**src/design/lbds_pkg.sv**
```systemverilog
`default_nettype none

package lbds_pkg;

  localparam int ADDR_W    = 5;
  localparam int DATA_W    = 32;
  localparam int DIM_W     = 11;
  localparam int BLK_W     = 5;
  localparam int ROW_W     = 11;
  localparam int HEIGHT_MAX = 1024;

  localparam int SUM_W     = 16;
  localparam int LUMA_W    = 8;
  localparam int LUMA_ACC_W = 24;
  localparam int LEVEL_W   = 3;
  localparam int NUM_LEVELS = 8;
  localparam int LEVEL_SHIFT = 5;
  localparam int CHAR_W    = 7;

  localparam logic [LUMA_ACC_W-1:0] RED_COEF   = 24'd19595;
  localparam logic [LUMA_ACC_W-1:0] GREEN_COEF = 24'd38470;
  localparam logic [LUMA_ACC_W-1:0] BLUE_COEF  = 24'd7471;

  localparam logic [2:0] REG_IMAGE_WIDTH  = 3'd0;
  localparam logic [2:0] REG_IMAGE_HEIGHT = 3'd1;
  localparam logic [2:0] REG_BLOCK_W      = 3'd2;
  localparam logic [2:0] REG_BLOCK_H      = 3'd3;
  localparam logic [2:0] REG_INVERT_MODE  = 3'd4;

  localparam logic [DIM_W-1:0] IMAGE_WIDTH_RST  = 11'd64;
  localparam logic [DIM_W-1:0] IMAGE_HEIGHT_RST = 11'd64;
  localparam logic [BLK_W-1:0] BLOCK_W_RST      = 5'd1;
  localparam logic [BLK_W-1:0] BLOCK_H_RST      = 5'd1;

  // darkest to lightest: @ # % * | - . space
  localparam logic [CHAR_W-1:0] SHADE_LUT [NUM_LEVELS] = '{
    7'h40, 7'h23, 7'h25, 7'h2A, 7'h7C, 7'h2D, 7'h2E, 7'h20
  };

  typedef struct packed {
    logic [DIM_W-1:0] image_width;
    logic [DIM_W-1:0] image_height;
    logic [BLK_W-1:0] block_w;
    logic [BLK_W-1:0] block_h;
    logic             invert_mode;
  } cfg_t;

  typedef enum logic [2:0] {
    ST_CLEAR,
    ST_IDLE,
    ST_LUMA,
    ST_ACC,
    ST_LEVEL
  } state_t;

  typedef struct packed {
    logic clear;
    logic accept;
    logic luma_en;
    logic acc_en;
    logic out_load;
  } cmd_t;

  typedef struct packed {
    logic clear_last;
    logic emit;
    logic out_free;
  } sts_t;

  function automatic logic [CHAR_W-1:0] shade_of(input logic [LEVEL_W-1:0] lvl);
    return SHADE_LUT[lvl];
  endfunction

endpackage

`default_nettype wire

```
**src/design/lbds_ctrl.sv**
```systemverilog
`default_nettype none

module lbds_ctrl (
  input  wire logic          clk,
  input  wire logic          rst_n,
  input  wire logic          in_valid,
  output logic               in_stall,
  input  wire lbds_pkg::sts_t sts,
  output lbds_pkg::cmd_t     cmd
);

  lbds_pkg::state_t state_r, state_nxt;

  always_ff @(posedge clk) begin
    if (!rst_n) begin
      state_r <= lbds_pkg::ST_CLEAR;
    end else begin
      state_r <= state_nxt;
    end
  end

  always_comb begin
    state_nxt = state_r;
    case (state_r)
      lbds_pkg::ST_CLEAR: begin
        if (sts.clear_last) state_nxt = lbds_pkg::ST_IDLE;
      end
      lbds_pkg::ST_IDLE: begin
        if (in_valid) state_nxt = lbds_pkg::ST_LUMA;
      end
      lbds_pkg::ST_LUMA: state_nxt = lbds_pkg::ST_ACC;
      lbds_pkg::ST_ACC:  state_nxt = lbds_pkg::ST_LEVEL;
      lbds_pkg::ST_LEVEL: begin
        if (!sts.emit || sts.out_free) state_nxt = lbds_pkg::ST_IDLE;
      end
      default: state_nxt = lbds_pkg::ST_CLEAR;
    endcase
  end

  always_comb begin
    cmd      = '0;
    in_stall = 1'b1;
    case (state_r)
      lbds_pkg::ST_CLEAR: cmd.clear = 1'b1;
      lbds_pkg::ST_IDLE: begin
        in_stall   = 1'b0;
        cmd.accept = in_valid;
      end
      lbds_pkg::ST_LUMA: cmd.luma_en = 1'b1;
      lbds_pkg::ST_ACC:  cmd.acc_en  = 1'b1;
      lbds_pkg::ST_LEVEL: cmd.out_load = sts.emit && sts.out_free;
      default: begin
        cmd      = '0;
        in_stall = 1'b1;
      end
    endcase
  end

endmodule

`default_nettype wire

```
**config.mk**
```make
export PLATFORM = sky130hd
export DESIGN_NAME = lbds_ctrl
export DESIGN_NICKNAME = d
export VERILOG_FILES = /design/src/design/lbds_pkg.sv /design/src/design/lbds_ctrl.sv
export SDC_FILE = /design/constraint.sdc
export NUM_CORES = 1
export LEC_CHECK = 0
export ABC_AREA = 1
export BUFFER_PORTS_ARGS = -buffer_cell sky130_fd_sc_hd__buf_2
export CELL_PAD_IN_SITES_DETAIL_PLACEMENT = 1
export CELL_PAD_IN_SITES_GLOBAL_PLACEMENT = 2
export CORE_AREA = 3 3 40 42
export CTS_CLUSTER_DIAMETER = 100
export DETAILED_ROUTE_END_ITERATION = 6
export DIE_AREA = 0 0 43 45
export GPL_ROUTABILITY_DRIVEN = 0
export PLACE_DENSITY = 0.69
export SYNTH_ARGS = -nofsm -noshare
export SYNTH_HDL_FRONTEND = slang
export SYNTH_SLANG_ARGS = --single-unit
export TNS_END_PERCENT = 20
```
**constraint.sdc**
```tcl
create_clock -name clk -period 2.7 [get_ports clk]
set_input_delay 0 -clock clk [delete_from_list [all_inputs] [get_ports clk]]
set_output_delay 0 -clock clk [all_outputs]
set_load 0.02 [all_outputs]
```
Word-level counts from Yosys, hierarchy flattened
Cells that the tools add are included.

storage, ports and cells
  register bits after elaboration = 3
  input bits = 6
  output and inout port bits = 6
  logic and storage cells = 23

cells by class
  equal/unequal tests = 7
  multiplexer cells = 10
  reductions and logical operators = 5

operator list
  operator            count
  $pmux 3 s5          1
  $mux 3              3
  $eq 3x2->1 const B  2
  $mux 1              6
  $ne 2x2->1 const B  3
  $eq 3x1->1 const B  1
  $eq 3x3->1 const B  1
  $logic_not 3->1     1
  $reduce_and 3->1    1
  $logic_and 1x1->1   1
  $logic_not 1->1     1
  $logic_or 1x1->1    1

Depth between registers and ports, before layout
Gate-level depths: netlist (run 1).

  depth in word-level cells = 4
  gate-level depth with buffers = 5
  gate-level depth less buffers = 5

Worst setup path after synthesis (run 1)
No wires, ideal clock.

  path type = register to output
  start point = register state_r[2]
  end point = output cmd[0] in the netlist's numbering
  arrival = 1.134 ns
  data required time = 2.700 ns
  setup slack = 1.566 ns
  stages on the path, launching flop included = 3
  path buffers = 0
  path through = dfxtp_1 -> inv_2 -> nor4_1

RTL lines
  what                    line             source
  from (decl)             lbds_ctrl.sv:12  lbds_pkg::state_t state_r, state_nxt;
  from (signal assigned)  lbds_ctrl.sv:16  state_r <= lbds_pkg::ST_CLEAR;
  from (signal assigned)  lbds_ctrl.sv:18  state_r <= state_nxt;
  to (decl)               lbds_ctrl.sv:9   output lbds_pkg::cmd_t cmd

==> results.yml, run 1 <==
cts:
  post-cts-setup-buffers: 0
  post_cts_resized: 0
  clock-sinks: 3
  clkLatencyLatePin_ns: 0.24
  root_buffer: "clkbuf_4"
  cts_tree: "built"
  clockBufferDepth: 2
  ctsHtreeMaxLevel: 1
  numCtsBuffers: 3
  cts_hold_buf: 0
  path_clk_slew_ns: 0.03
min_path:
  hold_path_depth: 3
  hp-class: "in -> reg"
floorplan:
  ios: 12
  core_sq_um: 1280
  fp-row-count: 13
  dieArea_sq_um: 1940
  die_y_microns: 45
  die_w_microns: 43
  initial_utilization: 0.166
global_route:
  grt-ovfl-total: 0
  busiest_layer: "met2"
  grt_pass1_wl_microns: 924
  grtUsageMet2: 0.102
  grt_max_degree: 8
  grt_use_total: 0.0657
  use_met1: 0.0719
  use_met3: 0.0478
  antenna_found_initial: 0
  grt_pass1_vias: 232
layout:
  diodes: 0
  nets: 53
  largest_reg_flops: 3
  final_area_sq_um: 305
  largest_registers: "state_r x3"
  areaGrowthSynthToFinish_pct: 43.5
  drive_above_1_share: 0.413
  regMostFlops: "state_r"
power_and_ir_drop:
  p_sw_frac: 0.323
  clkPwrFrac: 0.448
  p_per_area_nw_per_um2: 584
  ir_drop_uv: 244
  p_leak_nw: 0.170
  netSwitchingPower_w: 0.0000575
  seqPwrFrac: 0.305
  intPower_w: 0.000121
  p_comb_frac: 0.247
detailed_routing:
  drc_errors: 0
  via_per_inst: 4.11
  ant_nets: 0
  firstDrtPassIters: 3
  first_iter_violations: 4
  drt_wl_total_microns: 542
  vias: 251
  drt-wirelength-per-cell_microns: 8.89
timing:
  relSlewSlack: 0.827
  finalSetupViolations: 0
  finalCritPeriodShare: 0.424
  clock_skew_ns: 0.00312
  worst_slew_pin_slew_ns: 0.259
  finalHoldViolations: 0
  maxSlewViolCount: 0
  fmaxAchievable_ghz: 0.874
  rsz0062_at_grt: "false"
  finalSetupTns_ns: 0
  period_minus_slack_ns: 1.14
  finalHoldWorstSlack_ns: 0.0244
logic_synthesis:
  netlist_area_sq_um: 213
  synth-seq-cells: 3
  synth_nets: 38
  synthCells: 32
  ys_warn_count: 0
  avgSynthCellArea_sq_um: 6.65
  ys_seq_area_frac: 0.282
  ys_types: 15
status:
  outcome: "finished clean"
worst_setup_path:
  rr_worst_depth: 5
  cp.arrival_ns: 1.14
  crit_chain: "inv_2 > nor4_1 > buf_2"
  critPathKind: "reg -> out"
  critPathSlowestCell: "dfxtp_1"
  start_kind: "flop"
  critical-path-max-stage-delay_ns: 0.40
  required_ns: 2.70
  critPathMaxFanout: 6
  cp-end-kind: "primary output"
place:
  placedInstanceArea_sq_um: 279
  portBuffers: 11
  dpl.hpwl_microns: 460
job:
  drv_cap: 0
-- worst paths after layout --
| check | startpoint | end | slack (ns) |
|---|---|---|---|
| setup / recovery | state_r[2] | cmd[0] | 1.56 |
| hold / removal | rst_n | state_r[1] | 0.02 |
| setup reg to reg | state_r[0] | state_r[1] | 1.76 |
| hold reg to reg | state_r[2] | state_r[2] | 0.56 |
-- metrics by stage --
stage	std cells	total power, W	setup WS [ns]	util
after floorplan	32	0.0000854	1.57	-
after global placement	57	0.000100	1.75	0.217
after detailed placement	57	0.0000998	1.76	0.217
after CTS	61	0.000184	1.52	0.238
after global routing	61	0.000195	1.47	0.238
final	61	0.000178	1.56	0.238
-- layout by cell type, fill, tap and decap left out, drive strengths merged --
cell type   n
a211oi      1
a21oi       1
buf        11
clkbuf      4
dfxtp       3
inv         8
nand2       5
nand3       4
nand3b      1
nand4       2
nor2        4
nor3        1
nor4        1
-- power groups by stage --
stage          sequential [W]  combinational (W)  clock (W)
3_5_place_dp        0.0000551          0.0000448          0
2_1_floorplan       0.0000536          0.0000318          0
3_3_place_gp        0.0000553          0.0000447          0
4_1_cts             0.0000544          0.0000449  0.0000843
5_1_grt             0.0000548          0.0000490  0.0000910
6_report            0.0000543          0.0000441  0.0000799
-- per-layer routing --
metal | up-vias | part of all wire
met3 | 0 | 0.11
met2 | 11 | 0.43
met4 | 0 | 0
li1 | 130 | -
met1 | 110 | 0.45
met5 | - | 0
-- synthesized netlist by cell type, drive strengths merged --
cell	number	area [sq um]
nand3b	1	7.51
dfxtp	3	60.1
buf	1	7.51
nor2	4	17.5
nand4	2	12.5
inv	8	30.0
a21oi	1	5.00
nor4	1	6.26
a211oi	1	12.5
nand3	4	30.0
nand2	5	18.8
nor3	1	5.00
-- kinds of logic after synthesis --
| group | share of synthesized area |
|---|---|
| flops | 0.282 |
| simple gates | 0.459 |
| buf+inv | 0.176 |
| compound gates | 0.0823 |
-- critical path, delay by kind of cell (launching register included) --
family | cells | cell delay (ns)
flops | 1 | 0.40
buf+inv | 2 | 0.30
simple gates | 1 | 0.21
-- area by class of cell --
type | instances | area (sq um)
multi-input combinational | 20 | 115
sequential | 3 | 60.1
fill | 167 | 980
clock buffer | 4 | 26.3
timing repair buffer | 11 | 55.1
tap | 15 | 18.8
inverter | 8 | 30.0
Power figures use the tool's default switching activity.
==> run 2, diff against run 1 <==
- CORE_AREA: 3 3 40 42 -> not set
- CORE_MARGIN: not set -> 3
- CORE_UTILIZATION: not set -> 16
- DIE_AREA: 0 0 43 45 -> not set
- PLACE_DENSITY: 0.69 -> 0.71
- clock period: 2.7 -> 1 ns (I/O delays scaled with it)
==> run 2 against run 1 <==
Against the previous run: the flow now finishes with violations (setup timing); total power grew to 2.8 times the previous value; final cell count is the same; count of clock-buffer cells in the layout unchanged; die area shrank 6.8%; register-to-register slack got worse by 1.7 ns; setup slack worse by 1.6 ns; final area rose by 16%; routed wire length up 8.1%; hold slack gained 0.016 ns; clock skew shrank 0.00086 ns; sequential share of layout area decreased by 0.17 points; largest cell class unchanged; highest routed layer unchanged.
==> results.yml, run 2 (synthesis gave the netlist of run 1 again) <==
status:
  outcome: "finished, violations left"
  violations: "setup timing"
min_path:
  hold_path_depth: 3
  hold_end: "state_r[1]"
  hp-class: "in -> reg"
  hold_path_startpoint: "rst_n"
cts:
  clock-sinks: 3
  cts_tree: "built"
  ctsHtreeMaxLevel: 1
  clkLatencyLatePin_ns: 0.23
  clockBufferDepth: 2
  numCtsBuffers: 3
  cts_hold_buf: 0
  path_clk_slew_ns: 0.04
  root_buffer: "clkbuf_4"
layout:
  regMostFlops: "state_r"
  largest_registers: "state_r x3"
  nets: 54
  diodes: 0
  multiInputGateArea_sq_um: 129
  mostFrequentLayoutCell: "inv_1"
  largest_reg_flops: 3
  ff_latch_area_sq_um: 68.8
  final_cell_mix: "inv_1, buf_2, nand2_1, buf_4, clkbuf_4"
  stdcell_count: 61
  areaGrowthSynthToFinish_pct: 65.9
  final_area_sq_um: 353
  drive_above_1_share: 0.553
  fillers: 155
power_and_ir_drop:
  ir_drop_uv: 671
  p_per_area_nw_per_um2: 1420
  p_leak_nw: 0.181
place:
  portBuffers: 11
  dpl.hpwl_microns: 474
  dp.cells: 56
  placedInstanceArea_sq_um: 284
timing:
  rsz0062_at_grt: "true"
  fin_ws_ns: -0.00428
  period_minus_slack_ns: 1.00
  finalHoldViolations: 0
  finalSetupViolations: 1
  fmaxAchievable_ghz: 0.996
  clock_skew_ns: 0.00225
  finalSetupTns_ns: -0.00428
  worst_slew_pin_slew_ns: 0.188
  relSlewSlack: 0.874
  maxSlewViolCount: 0
  finalCritPeriodShare: 1.00
floorplan:
  dieArea_sq_um: 1800
  core_sq_um: 1170
  initial_utilization: 0.182
  die_y_microns: 42.5
  die_w_microns: 42.5
  ios: 12
  fp-row-count: 12
global_route:
  grt_max_degree: 8
  grt_pass1_wl_microns: 1040
  use_met3: 0.0258
  use_met1: 0.0987
  grt_use_total: 0.0758
  grtUsageMet2: 0.109
  antenna_found_initial: 0
  busiest_layer: "met2"
  grt_pass1_vias: 248
  grt-ovfl-total: 0
worst_setup_path:
  r2r_end: "state_r[1]"
  critPathSlowestCell: "dfxtp_2"
  required_ns: 1.00
  r2r_setup_slack_ns: 0.11
  critPathKind: "reg -> out"
  crit_chain: "inv_4 > nor4_2 > buf_4"
  cp.arrival_ns: 1.00
  critPathMaxFanout: 6
  critPathBufInv: 2
  start_kind: "flop"
  cpLargestDelayFamily: "flip-flops"
  critical-path-max-stage-delay_ns: 0.34
  reg2reg_from: "state_r[0]"
  cp-end-kind: "primary output"
  rr_worst_depth: 4
detailed_routing:
  drt_wl_total_microns: 586
  drt-wirelength-per-cell_microns: 9.61
  via_per_inst: 4.13
  first_iter_violations: 5
  firstDrtPassIters: 4
  vias: 252
  drc_errors: 0
  ant_nets: 0
job:
  drv_cap: 0
==> run 2: cell count changes in the layout (fill, tap and decap cells not counted), sizes merged <==
cell,change
buf,+1
==> run 2: worst reg2reg max path, cell delays in order (launching register included) <==
cell and delay, ns:
dfxtp_4 0.36, nor2_2 0.15, nand3b_1 0.11, nand4_1 0.11
nor2_1 0.05
==> run 2: how the worst max path moves through the flow <==
stage / startpoint / endpoint / depth (start not counted)
final: state_r[2] / cmd[0] / 3
after global placement: state_r[0] / state_r[1] / 5
after global routing: state_r[1] / cmd[3] / 4
after detailed placement: state_r[0] / state_r[1] / 5
after floorplan: state_r[0] / cmd[3] / 2
after CTS: state_r[2] / cmd[0] / 3
==> run 2: cell type report <==
type,count,area share
sequential,3,0.195
clock buffer,4,0.0745
timing repair buffer,12,0.223
tap,14,0.0496
multi-input combinational,20,0.365
inverter,8,0.0922
==> run 2: through the flow <==
| step | hold WS [ns] | setup WS [ns] | total power, W | utilization |
|---|---|---|---|---|
| 4_1_cts | 0.0363 | -0.0309 | 0.000504 | 0.283 |
| 3_3_place_gp | 0.265 | 0.0417 | 0.000272 | 0.243 |
| 5_1_grt | 0.0724 | -0.0571 | 0.000543 | 0.301 |
| 2_1_floorplan | 0.114 | 0.0513 | 0.000232 | - |
| 3_5_place_dp | 0.275 | 0.0376 | 0.000273 | 0.243 |
| 6_report | 0.0406 | -0.00428 | 0.000501 | 0.301 |
==> run 2: repair_timing <==
item                                    4_1_cts  5_1_grt
cloned                                        0        0
hold endpoints to repair                      0        0
buffers inserted                              1        0
endpoints found under the setup margin        6        5
resized for setup                             6        8
pin swaps                                     1        0
==> run 2: layer usage <==
layer / part of all wire / wire (microns)
met5: 0 / 0
met3: 0.072 / 42
met2: 0.48 / 279
met1: 0.45 / 263
met4: 0 / 0
==> run 2: report_power, final <==
group | internal (W) | leakage [nW] | total [W] | switching, W
Clock | 0.000150 | 0.0150 | 0.000212 | 0.0000621
Sequential | 0.000131 | 0.0264 | 0.000149 | 0.0000189
Combinational | 0.0000611 | 0.139 | 0.000140 | 0.0000793
Total | 0.000341 | 0.181 | 0.000501 | 0.000160
==> run 3, diff against run 2 <==
- HOLD_SLACK_MARGIN: not set -> 0.06
==> run 3 against run 2 <==
Against the previous run: the run still ends with setup timing left; clock power barely moved; via count rose by 1.6%; sequential power barely moved; highest routed layer unchanged; global-route usage rose by 0.17 points; total power rose by 0.58%; sequential cell count did not move.
==> results.yml, run 3 (synthesis gave the netlist of run 1 again) <==
status:
  outcome: "finished, violations left"
  violations: "setup timing"
detailed_routing:
  drc_errors: 0
  drt-wirelength-per-cell_microns: 9.50
  drt_wl_total_microns: 589
  first_iter_violations: 5
  via_per_inst: 4.13
  vias: 256
  firstDrtPassIters: 4
  ant_nets: 0
floorplan:
  dieArea_sq_um: 1800
  initial_utilization: 0.182
  die_w_microns: 42.5
  ios: 12
  die_y_microns: 42.5
  fp-row-count: 12
  core_sq_um: 1170
timing:
  rsz0062_at_grt: "true"
  clock_skew_ns: 0.00225
  finalCritPeriodShare: 1.00
  worst_slew_pin_slew_ns: 0.188
  fin_ws_ns: -0.00428
  finalSetupViolations: 1
  period_minus_slack_ns: 1.00
  maxSlewViolCount: 0
  finalSetupTns_ns: -0.00428
  relSlewSlack: 0.874
  fmaxAchievable_ghz: 0.996
  finalHoldViolations: 0
worst_setup_path:
  critical-path-max-stage-delay_ns: 0.34
  cpLargestDelayFamily: "flip-flops"
  critPathSlowestCell: "dfxtp_2"
  critPathBufInv: 2
  critPathKind: "reg -> out"
  required_ns: 1.00
  cp-end-kind: "primary output"
  start_kind: "flop"
  critPathMaxFanout: 6
  crit_chain: "inv_4 > nor4_2 > buf_4"
  cp.arrival_ns: 1.00
place:
  portBuffers: 11
  dp_slack_ns: 0.0376
  dpl.hpwl_microns: 474
layout:
  diodes: 0
  mostFrequentLayoutCell: "inv_1"
  fillers: 154
  areaGrowthSynthToFinish_pct: 70.6
  final_cell_mix: "inv_1, buf_2, nand2_1, buf_4, clkbuf_4"
  drive_above_1_share: 0.542
  nets: 55
  largest_reg_flops: 3
  largest_registers: "state_r x3"
  fin_util: 0.310
  regMostFlops: "state_r"
global_route:
  grt_pass1_wl_microns: 1060
  grt_max_degree: 8
  grt_use_total: 0.0775
  grt-ovfl-total: 0
  antenna_found_initial: 0
  grt_pass1_vias: 260
power_and_ir_drop:
  p_per_area_nw_per_um2: 1390
  ir_drop_uv: 671
  power.total_w: 0.000504
  p_leak_nw: 0.185
cts:
  numCtsBuffers: 3
  ctsHtreeMaxLevel: 1
  clock-sinks: 3
  root_buffer: "clkbuf_4"
  clockBufferDepth: 2
  clkLatencyLatePin_ns: 0.23
  path_clk_slew_ns: 0.04
  cts_tree: "built"
job:
  drv_cap: 0
min_path:
  hp-class: "in -> reg"
[run 3: cell types whose count changed in the layout (fill, tap and decap cells not counted), sizes merged]
cell         before  now
dlygate4sd3       0    1
[run 3: path summary, 6_finish.rpt]
path                            startpoint    endpoint  slack, ns  depth (start not counted)
worst max-delay path            state_r[2]      cmd[0]     -0.004                          3
worst min-delay path                sts[0]  state_r[2]       0.07                          4
worst max register to register  state_r[0]  state_r[1]       0.11                          4
worst min register to register  state_r[1]  state_r[2]       0.58                          2
[run 3: through the flow]
stage | cell area [sq um] | hold WS, ns | instances
floorplan | 219 | 0.114 | 32
global placement | 284 | 0.265 | 56
detailed placement | 284 | 0.275 | 56
CTS | 342 | 0.0701 | 62
global route | 363 | 0.109 | 62
finish | 363 | 0.0699 | 62
[run 3: repair_timing]
action	4_1_cts	5_1_grt
endpoints found under the hold margin	3	0
pin swaps	1	0
setup buffers	1	0
setup endpoints to repair	6	5
resized for setup	6	8
hold buffers	1	0
[run 3: layout make-up]
| type | instances | area, sq um | share of cell area |
|---|---|---|---|
| Inverter | 8 | 32.5 | 0.0897 |
| Tap cell | 14 | 17.5 | 0.0483 |
| Clock buffer | 4 | 26.3 | 0.0724 |
| Timing Repair Buffer | 13 | 88.8 | 0.245 |
| Sequential cell | 3 | 68.8 | 0.190 |
| Multi-Input combinational cell | 20 | 129 | 0.355 |
[run 3: layer usage]
layer  part of all wire  global-route usage
met1               0.45              0.0987
met2               0.48               0.116
met3              0.070              0.0258
met4                  0              0.0373
met5                  0                   0
[run 3: tightest hold or removal path, stage by stage]
cell	delay, ns
buf_2	0.09
nor2_1	0.05
nand3_2	0.06
a21oi_1	0.06
[run 3: where the power goes]
part           leakage [nW]  internal, W  total (W)  switching (W)
combinational         0.144    0.0000636   0.000143      0.0000796
sequential           0.0264     0.000131   0.000149      0.0000189
clock                0.0150     0.000150   0.000212      0.0000621
